<file path="config.mk">
export PLATFORM = sky130hd
export DESIGN_NAME = bitmap_slot_allocator
export DESIGN_NICKNAME = d
export VERILOG_FILES = /design/src/bsa_pkg.sv /design/src/bsa_datapath.sv /design/src/bsa_ctrl.sv /design/src/bitmap_slot_allocator.sv
export SDC_FILE = /design/constraint.sdc
export NUM_CORES = 2
export LEC_CHECK = 0
export BUFFER_PORTS_ARGS = -buffer_cell sky130_fd_sc_hd__buf_2
export CAP_MARGIN = 10
export CORE_ASPECT_RATIO = 1.1
export CORE_UTILIZATION = 45
export DETAILED_ROUTE_END_ITERATION = 8
export PLACE_DENSITY_LB_ADDON = 0.1
export SYNTH_ARGS = -nofsm -noshare
export SYNTH_HDL_FRONTEND = slang
export SYNTH_SLANG_ARGS = --single-unit
</file>
<file path="constraint.sdc">
create_clock -name clk_i -period 11.9 [get_ports clk_i]
set_clock_uncertainty 0.2 [all_clocks]
set_input_delay 0.595 -clock clk_i [delete_from_list [all_inputs] [get_ports clk_i]]
set_output_delay 0.595 -clock clk_i [all_outputs]
set_load 0.05 [all_outputs]
</file>
<file path="src/bsa_pkg.sv">
// Shared types and constants of the bitmap slot allocator.
package bsa_pkg;

  localparam int unsigned WordBits = 64;
  localparam int unsigned BitIdxW = 6;
  localparam int unsigned CountW = 11;
  localparam int unsigned SlotW = 10;
  localparam logic [CountW-1:0] ResetCount = 11'd1024;

  typedef enum logic [1:0] {
    OP_SET   = 2'd0,
    OP_CLEAR = 2'd1,
    OP_CHECK = 2'd2,
    OP_ALLOC = 2'd3
  } op_e;

  typedef enum logic [1:0] {
    ST_OK    = 2'd0,
    ST_RANGE = 2'd1,
    ST_FULL  = 2'd2
  } status_e;

  typedef struct packed {
    logic load;
    logic scan_next;
    logic finish;
    logic clr_step;
  } cmd_t;

  typedef struct packed {
    logic is_alloc;
    logic scan_stop;
    logic clr_last;
  } sts_t;

endpackage

</file>
<file path="src/bsa_datapath.sv">
// Datapath of the bitmap slot allocator: used-bit memory, word scan and result registers.
module bsa_datapath
  import bsa_pkg::*;
#(
  parameter int unsigned CAPACITY = 1024
) (
  input  logic              clk_i,
  input  logic              rst_ni,
  input  cmd_t              cmd_i,
  output sts_t              sts_o,
  input  logic [1:0]        in_op_i,
  input  logic [SlotW-1:0]  in_slot_i,
  input  logic              cfg_we_i,
  input  logic [CountW-1:0] cfg_wdata_i,
  output logic [CountW-1:0] res_slot_o,
  output logic              res_in_use_o,
  output logic [1:0]        res_status_o
);

  localparam int unsigned NumWords = (CAPACITY + WordBits - 1) / WordBits;
  localparam int unsigned AddrW = (NumWords > 1) ? $clog2(NumWords) : 1;

  logic [WordBits-1:0] mem [NumWords];

  logic [CountW-1:0]   count_q;
  logic [AddrW-1:0]    clr_ptr_q;
  logic [AddrW-1:0]    rd_ptr_q;
  logic [AddrW-1:0]    raddr_q;
  logic [WordBits-1:0] rdata_q;
  op_e                 op_q;
  logic [SlotW-1:0]    slot_q;
  logic [CountW-1:0]   res_slot_q;
  logic                res_in_use_q;
  logic [1:0]          res_status_q;

  logic [CountW-1:0]   live;
  logic [CountW-1:0]   limit;
  logic [WordBits-1:0] mask;
  logic [WordBits-1:0] free_bits;
  logic                hit;
  logic                last;
  logic [BitIdxW-1:0]  hit_bit;
  logic [BitIdxW-1:0]  bit_sel;
  logic                range_err;
  logic                re;
  logic [AddrW-1:0]    rd_addr;
  logic                we;
  logic [AddrW-1:0]    waddr;
  logic [WordBits-1:0] wdata;
  logic [CountW-1:0]   res_slot_d;
  logic                res_in_use_d;
  logic [1:0]          res_status_d;

  always_comb begin
    if (32'(count_q) > CAPACITY) begin
      live = CountW'(CAPACITY);
    end else begin
      live = count_q;
    end
  end

  assign limit = {live[CountW-1:3], 3'b000};

  always_comb begin
    if (32'(raddr_q) < 32'(limit[CountW-1:BitIdxW])) begin
      mask = '1;
    end else if (32'(raddr_q) == 32'(limit[CountW-1:BitIdxW])) begin
      mask = (64'd1 << limit[BitIdxW-1:0]) - 64'd1;
    end else begin
      mask = '0;
    end
  end

  assign free_bits = ~rdata_q & mask;
  assign hit = |free_bits;
  assign last = ((32'(raddr_q) + 32'd1) << BitIdxW) >= 32'(limit);

  always_comb begin
    hit_bit = '0;
    for (int i = int'(WordBits) - 1; i >= 0; i--) begin
      if (free_bits[i]) begin
        hit_bit = BitIdxW'(i);
      end
    end
  end

  assign bit_sel = slot_q[BitIdxW-1:0];
  assign range_err = {1'b0, slot_q} >= live;

  assign re = cmd_i.load | cmd_i.scan_next;

  always_comb begin
    if (cmd_i.load) begin
      if (in_op_i == OP_ALLOC) begin
        rd_addr = '0;
      end else begin
        rd_addr = AddrW'(in_slot_i >> BitIdxW);
      end
    end else begin
      rd_addr = rd_ptr_q;
    end
  end

  always_comb begin
    we = 1'b0;
    waddr = raddr_q;
    wdata = rdata_q;
    if (cmd_i.clr_step) begin
      we = 1'b1;
      waddr = clr_ptr_q;
      wdata = '0;
    end else if (cmd_i.finish) begin
      case (op_q)
        OP_ALLOC: begin
          we = hit;
          wdata = rdata_q | (64'd1 << hit_bit);
        end
        OP_SET: begin
          we = ~range_err;
          wdata = rdata_q | (64'd1 << bit_sel);
        end
        OP_CLEAR: begin
          we = ~range_err;
          wdata = rdata_q & ~(64'd1 << bit_sel);
        end
        default: begin
          we = 1'b0;
        end
      endcase
    end
  end

  always_comb begin
    res_slot_d = '0;
    res_in_use_d = 1'b0;
    res_status_d = ST_OK;
    if (op_q == OP_ALLOC) begin
      if (hit) begin
        res_slot_d = CountW'((32'(raddr_q) << BitIdxW) + 32'(hit_bit));
      end else begin
        res_slot_d = live;
        res_status_d = ST_FULL;
      end
    end else if (range_err) begin
      res_status_d = ST_RANGE;
    end else if (op_q == OP_CHECK) begin
      res_in_use_d = rdata_q[bit_sel];
    end
  end

  always_ff @(posedge clk_i or negedge rst_ni) begin
    if (!rst_ni) begin
      count_q <= ResetCount;
      clr_ptr_q <= '0;
    end else begin
      if (cfg_we_i) begin
        count_q <= cfg_wdata_i;
        clr_ptr_q <= '0;
      end else if (cmd_i.clr_step) begin
        clr_ptr_q <= clr_ptr_q + AddrW'(1);
      end
    end
  end

  always_ff @(posedge clk_i) begin
    if (we) begin
      mem[waddr] <= wdata;
    end
    if (re) begin
      rdata_q <= mem[rd_addr];
      raddr_q <= rd_addr;
    end
  end

  always_ff @(posedge clk_i) begin
    if (cmd_i.load) begin
      op_q <= op_e'(in_op_i);
      slot_q <= in_slot_i;
      rd_ptr_q <= AddrW'(1);
    end else if (cmd_i.scan_next) begin
      rd_ptr_q <= rd_ptr_q + AddrW'(1);
    end
    if (cmd_i.finish) begin
      res_slot_q <= res_slot_d;
      res_in_use_q <= res_in_use_d;
      res_status_q <= res_status_d;
    end
  end

  assign sts_o.is_alloc = (in_op_i == OP_ALLOC);
  assign sts_o.scan_stop = hit | last;
  assign sts_o.clr_last = (clr_ptr_q == AddrW'(NumWords - 1));

  assign res_slot_o = res_slot_q;
  assign res_in_use_o = res_in_use_q;
  assign res_status_o = res_status_q;

endmodule

</file>
<file path="src/bsa_ctrl.sv">
// Controller of the bitmap slot allocator: request sequencing, clearing pass and result valid.
module bsa_ctrl
  import bsa_pkg::*;
(
  input  logic clk_i,
  input  logic rst_ni,
  input  logic in_valid_i,
  output logic in_ready_o,
  output logic out_valid_o,
  input  logic out_ready_i,
  input  logic cfg_we_i,
  input  sts_t sts_i,
  output cmd_t cmd_o
);

  typedef enum logic [1:0] {
    S_CLEAR,
    S_IDLE,
    S_RMW,
    S_SCAN
  } state_e;

  state_e state_q;
  logic   out_valid_q;
  logic   out_free;

  assign out_free = ~out_valid_q | out_ready_i;
  assign in_ready_o = (state_q == S_IDLE) & ~cfg_we_i;

  always_comb begin
    cmd_o = '0;
    cmd_o.load = in_ready_o & in_valid_i;
    cmd_o.clr_step = (state_q == S_CLEAR);
    cmd_o.scan_next = (state_q == S_SCAN) & ~sts_i.scan_stop;
    cmd_o.finish = out_free & ((state_q == S_RMW) | ((state_q == S_SCAN) & sts_i.scan_stop));
  end

  always_ff @(posedge clk_i or negedge rst_ni) begin
    if (!rst_ni) begin
      state_q <= S_CLEAR;
      out_valid_q <= 1'b0;
    end else begin
      if (cmd_o.finish) begin
        out_valid_q <= 1'b1;
      end else if (out_ready_i) begin
        out_valid_q <= 1'b0;
      end
      case (state_q)
        S_CLEAR: begin
          if (sts_i.clr_last) begin
            state_q <= S_IDLE;
          end
        end
        S_IDLE: begin
          if (cmd_o.load) begin
            state_q <= sts_i.is_alloc ? S_SCAN : S_RMW;
          end
        end
        S_RMW: begin
          if (out_free) begin
            state_q <= S_IDLE;
          end
        end
        S_SCAN: begin
          if (cmd_o.finish) begin
            state_q <= S_IDLE;
          end
        end
        default: begin
          state_q <= S_IDLE;
        end
      endcase
      if (cfg_we_i) begin
        state_q <= S_CLEAR;
      end
    end
  end

  assign out_valid_o = out_valid_q;

endmodule

</file>
<file path="src/bitmap_slot_allocator.sv">
// Top level of the bitmap slot allocator.
// The block keeps one used bit per slot in a memory of 64-bit words and serves one
// request at a time. Set, clear and check first read the word holding the slot, then
// post the result once the output register is free; set and clear of an in-range slot
// also write the updated word back. Alloc reads one word per cycle from word 0 and stops
// at the first word with a free slot below the allocation limit or at the last word under
// the limit, then posts the result once the output register is free. After reset and
// after every write of the slot count a clearing pass zeroes the memory one word a cycle,
// during which no request is accepted. A result waits in an output register, and the
// next request is taken meanwhile.
module bitmap_slot_allocator
  import bsa_pkg::*;
#(
  parameter int unsigned CAPACITY = 1024
) (
  input  logic        clk_i,
  input  logic        rst_ni,
  input  logic        s_axis_tvalid,
  output logic        s_axis_tready,
  // Fields from bit 0: slot[9:0].
  input  logic [15:0] s_axis_tdata,
  // Fields from bit 0: operation[1:0].
  input  logic [1:0]  s_axis_tuser,
  output logic        m_axis_tvalid,
  input  logic        m_axis_tready,
  // Fields from bit 0: alloc_slot[10:0], in_use[11], status[13:12].
  output logic [15:0] m_axis_tdata,
  input  logic        cfg_we_i,
  input  logic [10:0] cfg_wdata_i
);

  cmd_t              cmd;
  sts_t              sts;
  logic [CountW-1:0] res_slot;
  logic              res_in_use;
  logic [1:0]        res_status;

  bsa_ctrl u_ctrl (
    .clk_i       (clk_i),
    .rst_ni      (rst_ni),
    .in_valid_i  (s_axis_tvalid),
    .in_ready_o  (s_axis_tready),
    .out_valid_o (m_axis_tvalid),
    .out_ready_i (m_axis_tready),
    .cfg_we_i    (cfg_we_i),
    .sts_i       (sts),
    .cmd_o       (cmd)
  );

  bsa_datapath #(
    .CAPACITY (CAPACITY)
  ) u_datapath (
    .clk_i        (clk_i),
    .rst_ni       (rst_ni),
    .cmd_i        (cmd),
    .sts_o        (sts),
    .in_op_i      (s_axis_tuser),
    .in_slot_i    (s_axis_tdata[SlotW-1:0]),
    .cfg_we_i     (cfg_we_i),
    .cfg_wdata_i  (cfg_wdata_i),
    .res_slot_o   (res_slot),
    .res_in_use_o (res_in_use),
    .res_status_o (res_status)
  );

  assign m_axis_tdata = {2'b00, res_status, res_in_use, res_slot};

endmodule

</file>
Word-level counts from Yosys, hierarchy flattened. Memories as Yosys holds them, arrays and structs flattened. A register that Yosys moved wholly into a read port is not among the register bits. Index checks and enable logic that the tools add are counted.

$add $sub $neg: 5. Order comparisons: 5. Equal/unequal tests: 13. Shift-type cells: 3. Muxes and demuxes: 95. Bitwise operators: 20. Reduce and logical (&&, ||, !) cells: 8.

Operator list (number): 6-bit 2-to-1 mux (64); 64-bit 2-to-1 mux (4); 64-bit one-hot mux with 3 select lines (1); 1-bit by 6-bit << shifter with 64-bit output (first input constant) (3); 64-bit AND (2); 64-bit inverter (2); 64-bit bitwise OR (2); 64-bit OR reduction (1); 64-bit by 1-bit subtractor with 64-bit output (second input constant) (1); 32-bit by 11-bit greater-or-equal comparator with 1-bit output (1); 11-bit 2-to-1 mux (2); 4-bit 2-to-1 mux (5); 2-bit 2-to-1 mux (7); 10-bit by 6-bit adder with 11-bit output (1); 10-bit by 11-bit greater-or-equal comparator with 1-bit output (1); 11-bit > comparator (second input constant) (1); 2-bit equality test (second input constant) (5); 1-bit 2-to-1 mux (9); 3-bit by 2-bit inequality test with 1-bit output (second input constant) (3); 4-bit by 1-bit adder with 4-bit output (second input constant) (2); 2-bit one-hot mux with 4 select lines (1); 6-bit by 7-bit < comparator with 1-bit output (second input constant) (1); 1-bit binary-select mux with 6-bit select (1); 4-bit by 1-bit adder with 5-bit output (second input constant) (1); 14 further kinds (28).

Bits in registers: 52. Bits in writable memories: 1024. Input bits: 34. Output and inout bits: 18. Logic and storage cells: 161. Memories kept: 1.

Memory list: u_datapath.mem (depth 16, bits a word 64, rd ports 1, clocked after memory_dff 1, wr ports 1, RTL line bsa_datapath.sv:23) `logic [WordBits-1:0] mem [NumWords];`.

Longest topological paths before layout.
Word-level depth: 76. Mapped depth: 19. Gate-level depth less buffers: 14.

By module. Synthesis repeated with hierarchy kept, for this count alone.

Cells, all modules: 3014. Area total of the unflattened synthesis: 49102.1 sq um.

Modules (own cells, without submodules): bsa_datapath (times used 1, cells each 2991, area an instance 48870.6 sq um, sequential area each 34028.9 sq um); bsa_ctrl (times used 1, cells each 19, area an instance 205.2 sq um, sequential area each 75.1 sq um); bitmap_slot_allocator (times used 1, cells each 4, area an instance 26.3 sq um, sequential area each 0.0 sq um).

Worst setup path after synthesis. Ideal clock, no wire load.

Kind: reg2reg. From: register u_datapath.count_q[10]. To: memory u_datapath.mem[10][0], enable pin. Setup time: 487 ps. Arrival: 6139 ps. Required time: 11213 ps. Setup slack: 5075 ps. Cell stages (with the launch flop): 17. Buffers on the path: 3. Period minus slack after synthesis: 6825 ps. Cell sequence: dfstp_2 > buf_2 > inv_1 > clkbuf_1 > nand2_1 > ha_1 > nand4b_2 > or2_1 > buf_2 > o32a_1 > o221ai_2 > nor4_4 > nand2_1 > nand2b_1 > o21ai_0 > o21ai_0 > nor2_1.

Word-level cells in the longest chain between the ends: 16. Elaborated cells on any way between the ends: 22. Classes of those cells: add/sub (1); order compare (4); eq/ne (1); shift (1); mux (8); bitwise (6); reduce/logical (1).

RTL lines: from (decl) (RTL line bsa_datapath.sv:25) `logic [CountW-1:0] count_q;`; from (signal assigned) (RTL line bsa_datapath.sv:153) `count_q <= ResetCount;`; from (signal assigned) (RTL line bsa_datapath.sv:157) `count_q <= cfg_wdata_i;`; 11-bit > comparator (RTL line bsa_datapath.sv:55) `if (32'(count_q) > CAPACITY) begin`; 11-bit 2-to-1 mux (*) (RTL line bsa_datapath.sv:55); 1-bit by 6-bit << shifter with 64-bit output (RTL line bsa_datapath.sv:68) `mask = (64'd1 << limit[BitIdxW-1:0]) - 64'd1;`; 64-bit by 1-bit subtractor with 64-bit output (RTL line bsa_datapath.sv:68); 64-bit 2-to-1 mux (RTL line bsa_datapath.sv:67) `end else if (32'(raddr_q) == 32'(limit[CountW-1:BitIdxW])) begin`; 64-bit 2-to-1 mux (RTL line bsa_datapath.sv:65) `if (32'(raddr_q) < 32'(limit[CountW-1:BitIdxW])) begin`; 64-bit AND (RTL line bsa_datapath.sv:74) `assign free_bits = ~rdata_q & mask;`; 64-bit OR reduction (RTL line bsa_datapath.sv:75) `assign hit = |free_bits;`; 1-bit bitwise OR (RTL line bsa_datapath.sv:191) `assign sts_o.scan_stop = hit | last;`; 1-bit AND (RTL line bsa_ctrl.sv:35) `cmd_o.finish = out_free & ((state_q == S_RMW) | ((state_q == S_SCAN) & sts_i.scan_stop));`; 1-bit bitwise OR (RTL line bsa_ctrl.sv:35); 1-bit AND (RTL line bsa_ctrl.sv:35); 1-bit 2-to-1 mux (*) (RTL line bsa_datapath.sv:112) `end else if (cmd_i.finish) begin`; 1-bit 2-to-1 mux (*) (RTL line bsa_datapath.sv:108) `if (cmd_i.clr_step) begin`; 1-bit 2-to-1 mux (*) (RTL line bsa_datapath.sv:166) `if (we) begin`; 1-bit 2-to-1 mux (implied by the code) (*) (RTL line bsa_datapath.sv:167) `mem[waddr] <= wdata;`; to (decl) (RTL line bsa_datapath.sv:23).

Every way passes the cells marked *; elsewhere a longest branch is shown, timed or not.

Final worst setup path.
From: register u_datapath.count_q[10]. To: memory u_datapath.mem[0][18], enable pin.

The elaborated chain is that of the path after synthesis.

==> flow_summary_export.csv <==
group,metric,value,unit
synthesis,synth_area,48100,um2
route,drt_first_pass_iters,8,
synthesis,synth-async-reset-ratio,0.0158,
route,post-route-drc-count,0,
hold_path,hold_depth,3,
clock_network,cts_tree,"built",
global_routing,grt_pass1_wl,193,mm
power_and_ir_drop,clockPowerShare,0.408,
floorplan,fp-row-count,125,
floorplan,initial_core_util,0.455,
synthesis,synthAdderAreaFrac,0.00728,
synthesis,synth-simple-area-share,0.0686,
critical_path,r2r-start,"u_datapath.count_q[10]$_DFFE_PN1P_",
critical_path,worst_setup_path_end_kind,"flop",
power_and_ir_drop,comb_power_share,0.036,
critical_path,regToRegSetupSlack,4.93,ns
clock_network,clk-insertion-delay-late,0.70,ns
timing,relSlewSlack,0.150,
synthesis,synth_cells,2885,
clock_network,cts_setup_buffers,0,
synthesis,ys.flop_type,"edfxtp_1",
timing,min_period,6.97,ns
hold_path,hold_path_class,"in2reg",
layout,antenna_cells,0,
global_routing,grt_pass1_vias,27600,
synthesis,synth_compound_area_frac,0.0626,
synthesis,synth-edff-count,1118,
clock_network,cts.sinks,1140,
hold_path,holdPathEnd,"u_ctrl.out_valid_o$_DFFE_PN0P_",
critical_path,critPathRequiredTime,12.03,ns
synthesis,muxShareOfSynthArea,0.133,
floorplan,fp.dieW,314,um
floorplan,dieArea,108000,um2
synthesis,syn_avg_cell_area,16.7,um2
route,ant_nets,0,
clock_network,clk_pin_slew_worst_paths,0.06,ns
global_routing,grtUsageTotal,0.247,
critical_path,startpoint,"u_datapath.count_q[10]$_DFFE_PN1P_",
route,post_drt_via_cell_ratio,6.14,
global_routing,antenna_found_initial,2,
clock_network,cts_max_level,3,
timing,setup_viol,0,
clock_network,numCtsBuffers,112,
flow_run,cap_viol_max_count,0,
power_and_ir_drop,power.leakage,16.9,nW
synthesis,yosysSeqAreaShare,0.708,
layout,instances_no_fill,4483,
global_routing,overflow,0,
route,drtIter0Drc,2588,
timing,finalMaxSlewViolations,0,
placement,place.gp.congestion,0.930,
synthesis,ys_warn_count,0,
layout,drive_gt1_frac,0.208,
placement,io_buffers,43,
power_and_ir_drop,power,8.07,mW
clock_network,cts_buffer_depth,3,
synthesis,synth_cell_types,88,
critical_path,worst-setup-path-type,"reg2reg",
timing,worst_pin_slew,1.27,ns
floorplan,dieHeight,345,um
clock_network,clockRootBuffer,"clkbuf_16",
critical_path,crit_fanout,35,
timing,tns,0,ns
power_and_ir_drop,seqPwrFrac,0.556,
route,vias,27500,
floorplan,pin_count,52,
power_and_ir_drop,p_sw,1.70,mW
power_and_ir_drop,p_per_area,150,nW/um2
run_status,status,"completed",
layout,syn_to_final_growth,12.1,%
placement,dp_hpwl,79.2,mm
timing,max_freq,0.144,GHz
placement,place_ws,4.92,ns
critical_path,worstPathArrival,7.10,ns
critical_path,r2r_end,"u_datapath.mem[0][18]$_DFFE_PP_",
power_and_ir_drop,p_int,6.37,mW
hold_path,worstHoldStart,"m_axis_tready",
power_and_ir_drop,peakVddDrop,121,uV
global_routing,grt_start_max_net_pins,59,
critical_path,reg2regPathDepth,15,
layout,layout.nets,3058,
timing,rsz0062_at_grt,"false",
layout,fin_util,0.510,
layout,fin_area,54000,um2
route,wl_per_cell,29.9,um
synthesis,synth_seq_cells,1140,
route,wl,134,mm
synthesis,synthXorXnorAreaFrac,0.00146,
timing,whs,0.0595,ns
timing,hold_viol,0,
floorplan,core_area,106000,um2
synthesis,synth_top_family_by_area,"multiplexers",
critical_path,start_kind,"flop",
placement,dp_cells,4243,
timing,fin_ws,4.93,ns
timing,period_share,0.585,
placement,dpl_cell_area,50300,um2
power_and_ir_drop,switching_share,0.211,
[critical path: stages (launching register included)]
cell and delay [ns]:
dfstp_2 0.79, inv_1 0.34, nand2_1 0.21, ha_1 0.26
nand4b_2 0.33, or3b_1 0.53, a21boi_1 0.25, o221ai_2 0.43
nor4_4 0.18, nand2_1 0.16, nand2b_1 0.24, o21ai_0 0.52
o21ai_0 0.55, nor2_4 0.34, buf_4 0.49, buf_4 0.66
[layer usage]
layer	track usage	part of all wire	vias to the layer above
li1	-	-	11800
met1	0.340	0.42	14600
met2	0.417	0.50	939
met3	0.0290	0.051	196
met4	0.0687	0.026	2
met5	0	0.000097	-
[registers in the layout (all words and copies together), names as in the netlist, 2 cells and up]
name and count:
u_datapath.count_q 11, u_datapath.slot_q 10, u_datapath.res_slot_o 11, u_datapath.res_status_o 2
u_datapath.clr_ptr_q 4, u_datapath.raddr_q 4, u_datapath.mem 1024, u_datapath.rdata_q 64
u_ctrl.state_q 2, u_datapath.op_q 2, u_datapath.rd_ptr_q 4
[cell families after synthesis]
kind of cell,after synthesis
multiplexers,292
other,1
flip-flops,1140
adder cells (fa/ha/maj),28
AO/OA/AOI/OAI,488
XOR/XNOR,8
buffers and inverters,218
AND/OR/NAND/NOR,710
[Yosys cell counts, types with 14 or more instances]
master / n / area [um2]
o22ai_1: 14 / 87.6
nand2b_1: 17 / 106
a22oi_1: 18 / 135
nor2_1: 78 / 293
nand3_1: 60 / 300
edfxtp_1: 1118 / 33600
a31oi_1: 93 / 582
nor3_1: 28 / 140
dfrtp_1: 17 / 425
o21ai_0: 113 / 566
o211ai_1: 34 / 255
buf_1: 21 / 78.8
nand2_1: 377 / 1420
nand4_1: 14 / 87.6
a21oi_1: 143 / 716
clkbuf_1: 108 / 405
inv_1: 38 / 143
mux4_2: 277 / 6240
ha_1: 28 / 350
and3_1: 78 / 488
buf_2: 43 / 215
[repair_timing]
action | in CTS | in global routing
hold buffers | 25 | 0
endpoints found under the hold margin | 42 | 0
setup endpoints to repair | 0 | 0
resized for setup | 0 | 0
[power groups by stage]
stage          Sequential, mW  Combinational (mW)  Clock (mW)
6_report                 4.49               0.293        3.30
5_1_grt                  4.49               0.312        3.51
4_1_cts                  4.49               0.295        3.36
3_5_place_dp             4.57               0.288           0
3_3_place_gp             4.56               0.286           0
2_1_floorplan            4.56               0.175           0
[worst max-delay path by stage]
stage / endpoint / cells after the start
floorplan: u_datapath.mem[10][0]$_DFFE_PP_ / 16
global placement: u_datapath.mem[2][31]$_DFFE_PP_ / 15
detailed placement: u_datapath.mem[3][19]$_DFFE_PP_ / 15
CTS: u_datapath.mem[3][62]$_DFFE_PP_ / 15
global route: u_datapath.mem[6][32]$_DFFE_PP_ / 15
finish: u_datapath.mem[0][18]$_DFFE_PP_ / 15
[layout make-up]
| type | count | area (um2) |
|---|---|---|
| clock buffer | 143 | 2960 |
| clock inverter | 61 | 423 |
| fill | 8663 | 51900 |
| inverter | 40 | 153 |
| multi-input combinational | 1528 | 13300 |
| sequential | 1140 | 34100 |
| tap | 1397 | 1750 |
| timing repair buffer | 174 | 1260 |
[cell usage in the layout, fill, tap and decap left out, types with 6 or more instances in the layout]
| master | count |
|---|---|
| a21o_1 | 7 |
| o21ai_0 | 113 |
| nand2_1 | 374 |
| inv_6 | 6 |
| edfxtp_1 | 1118 |
| o22ai_1 | 14 |
| buf_2 | 43 |
| mux2_2 | 13 |
| or3_1 | 6 |
| nor2_4 | 16 |
| clkbuf_1 | 29 |
| dlygate4sd3_1 | 25 |
| nor2b_1 | 13 |
| o211ai_1 | 34 |
| a22oi_1 | 18 |
| and3_1 | 78 |
| a21oi_1 | 140 |
| nor3_1 | 26 |
| clkbuf_16 | 114 |
| inv_1 | 36 |
| nand4_1 | 14 |
| dfrtp_1 | 17 |
| clkinv_2 | 21 |
| ha_1 | 28 |
| buf_4 | 106 |
| mux4_2 | 277 |
| clkinv_1 | 26 |
| nand2b_1 | 17 |
| nand3_1 | 60 |
| nor2_1 | 61 |
| a31oi_1 | 92 |
Note: power is estimated with default switching activity, not from simulation.
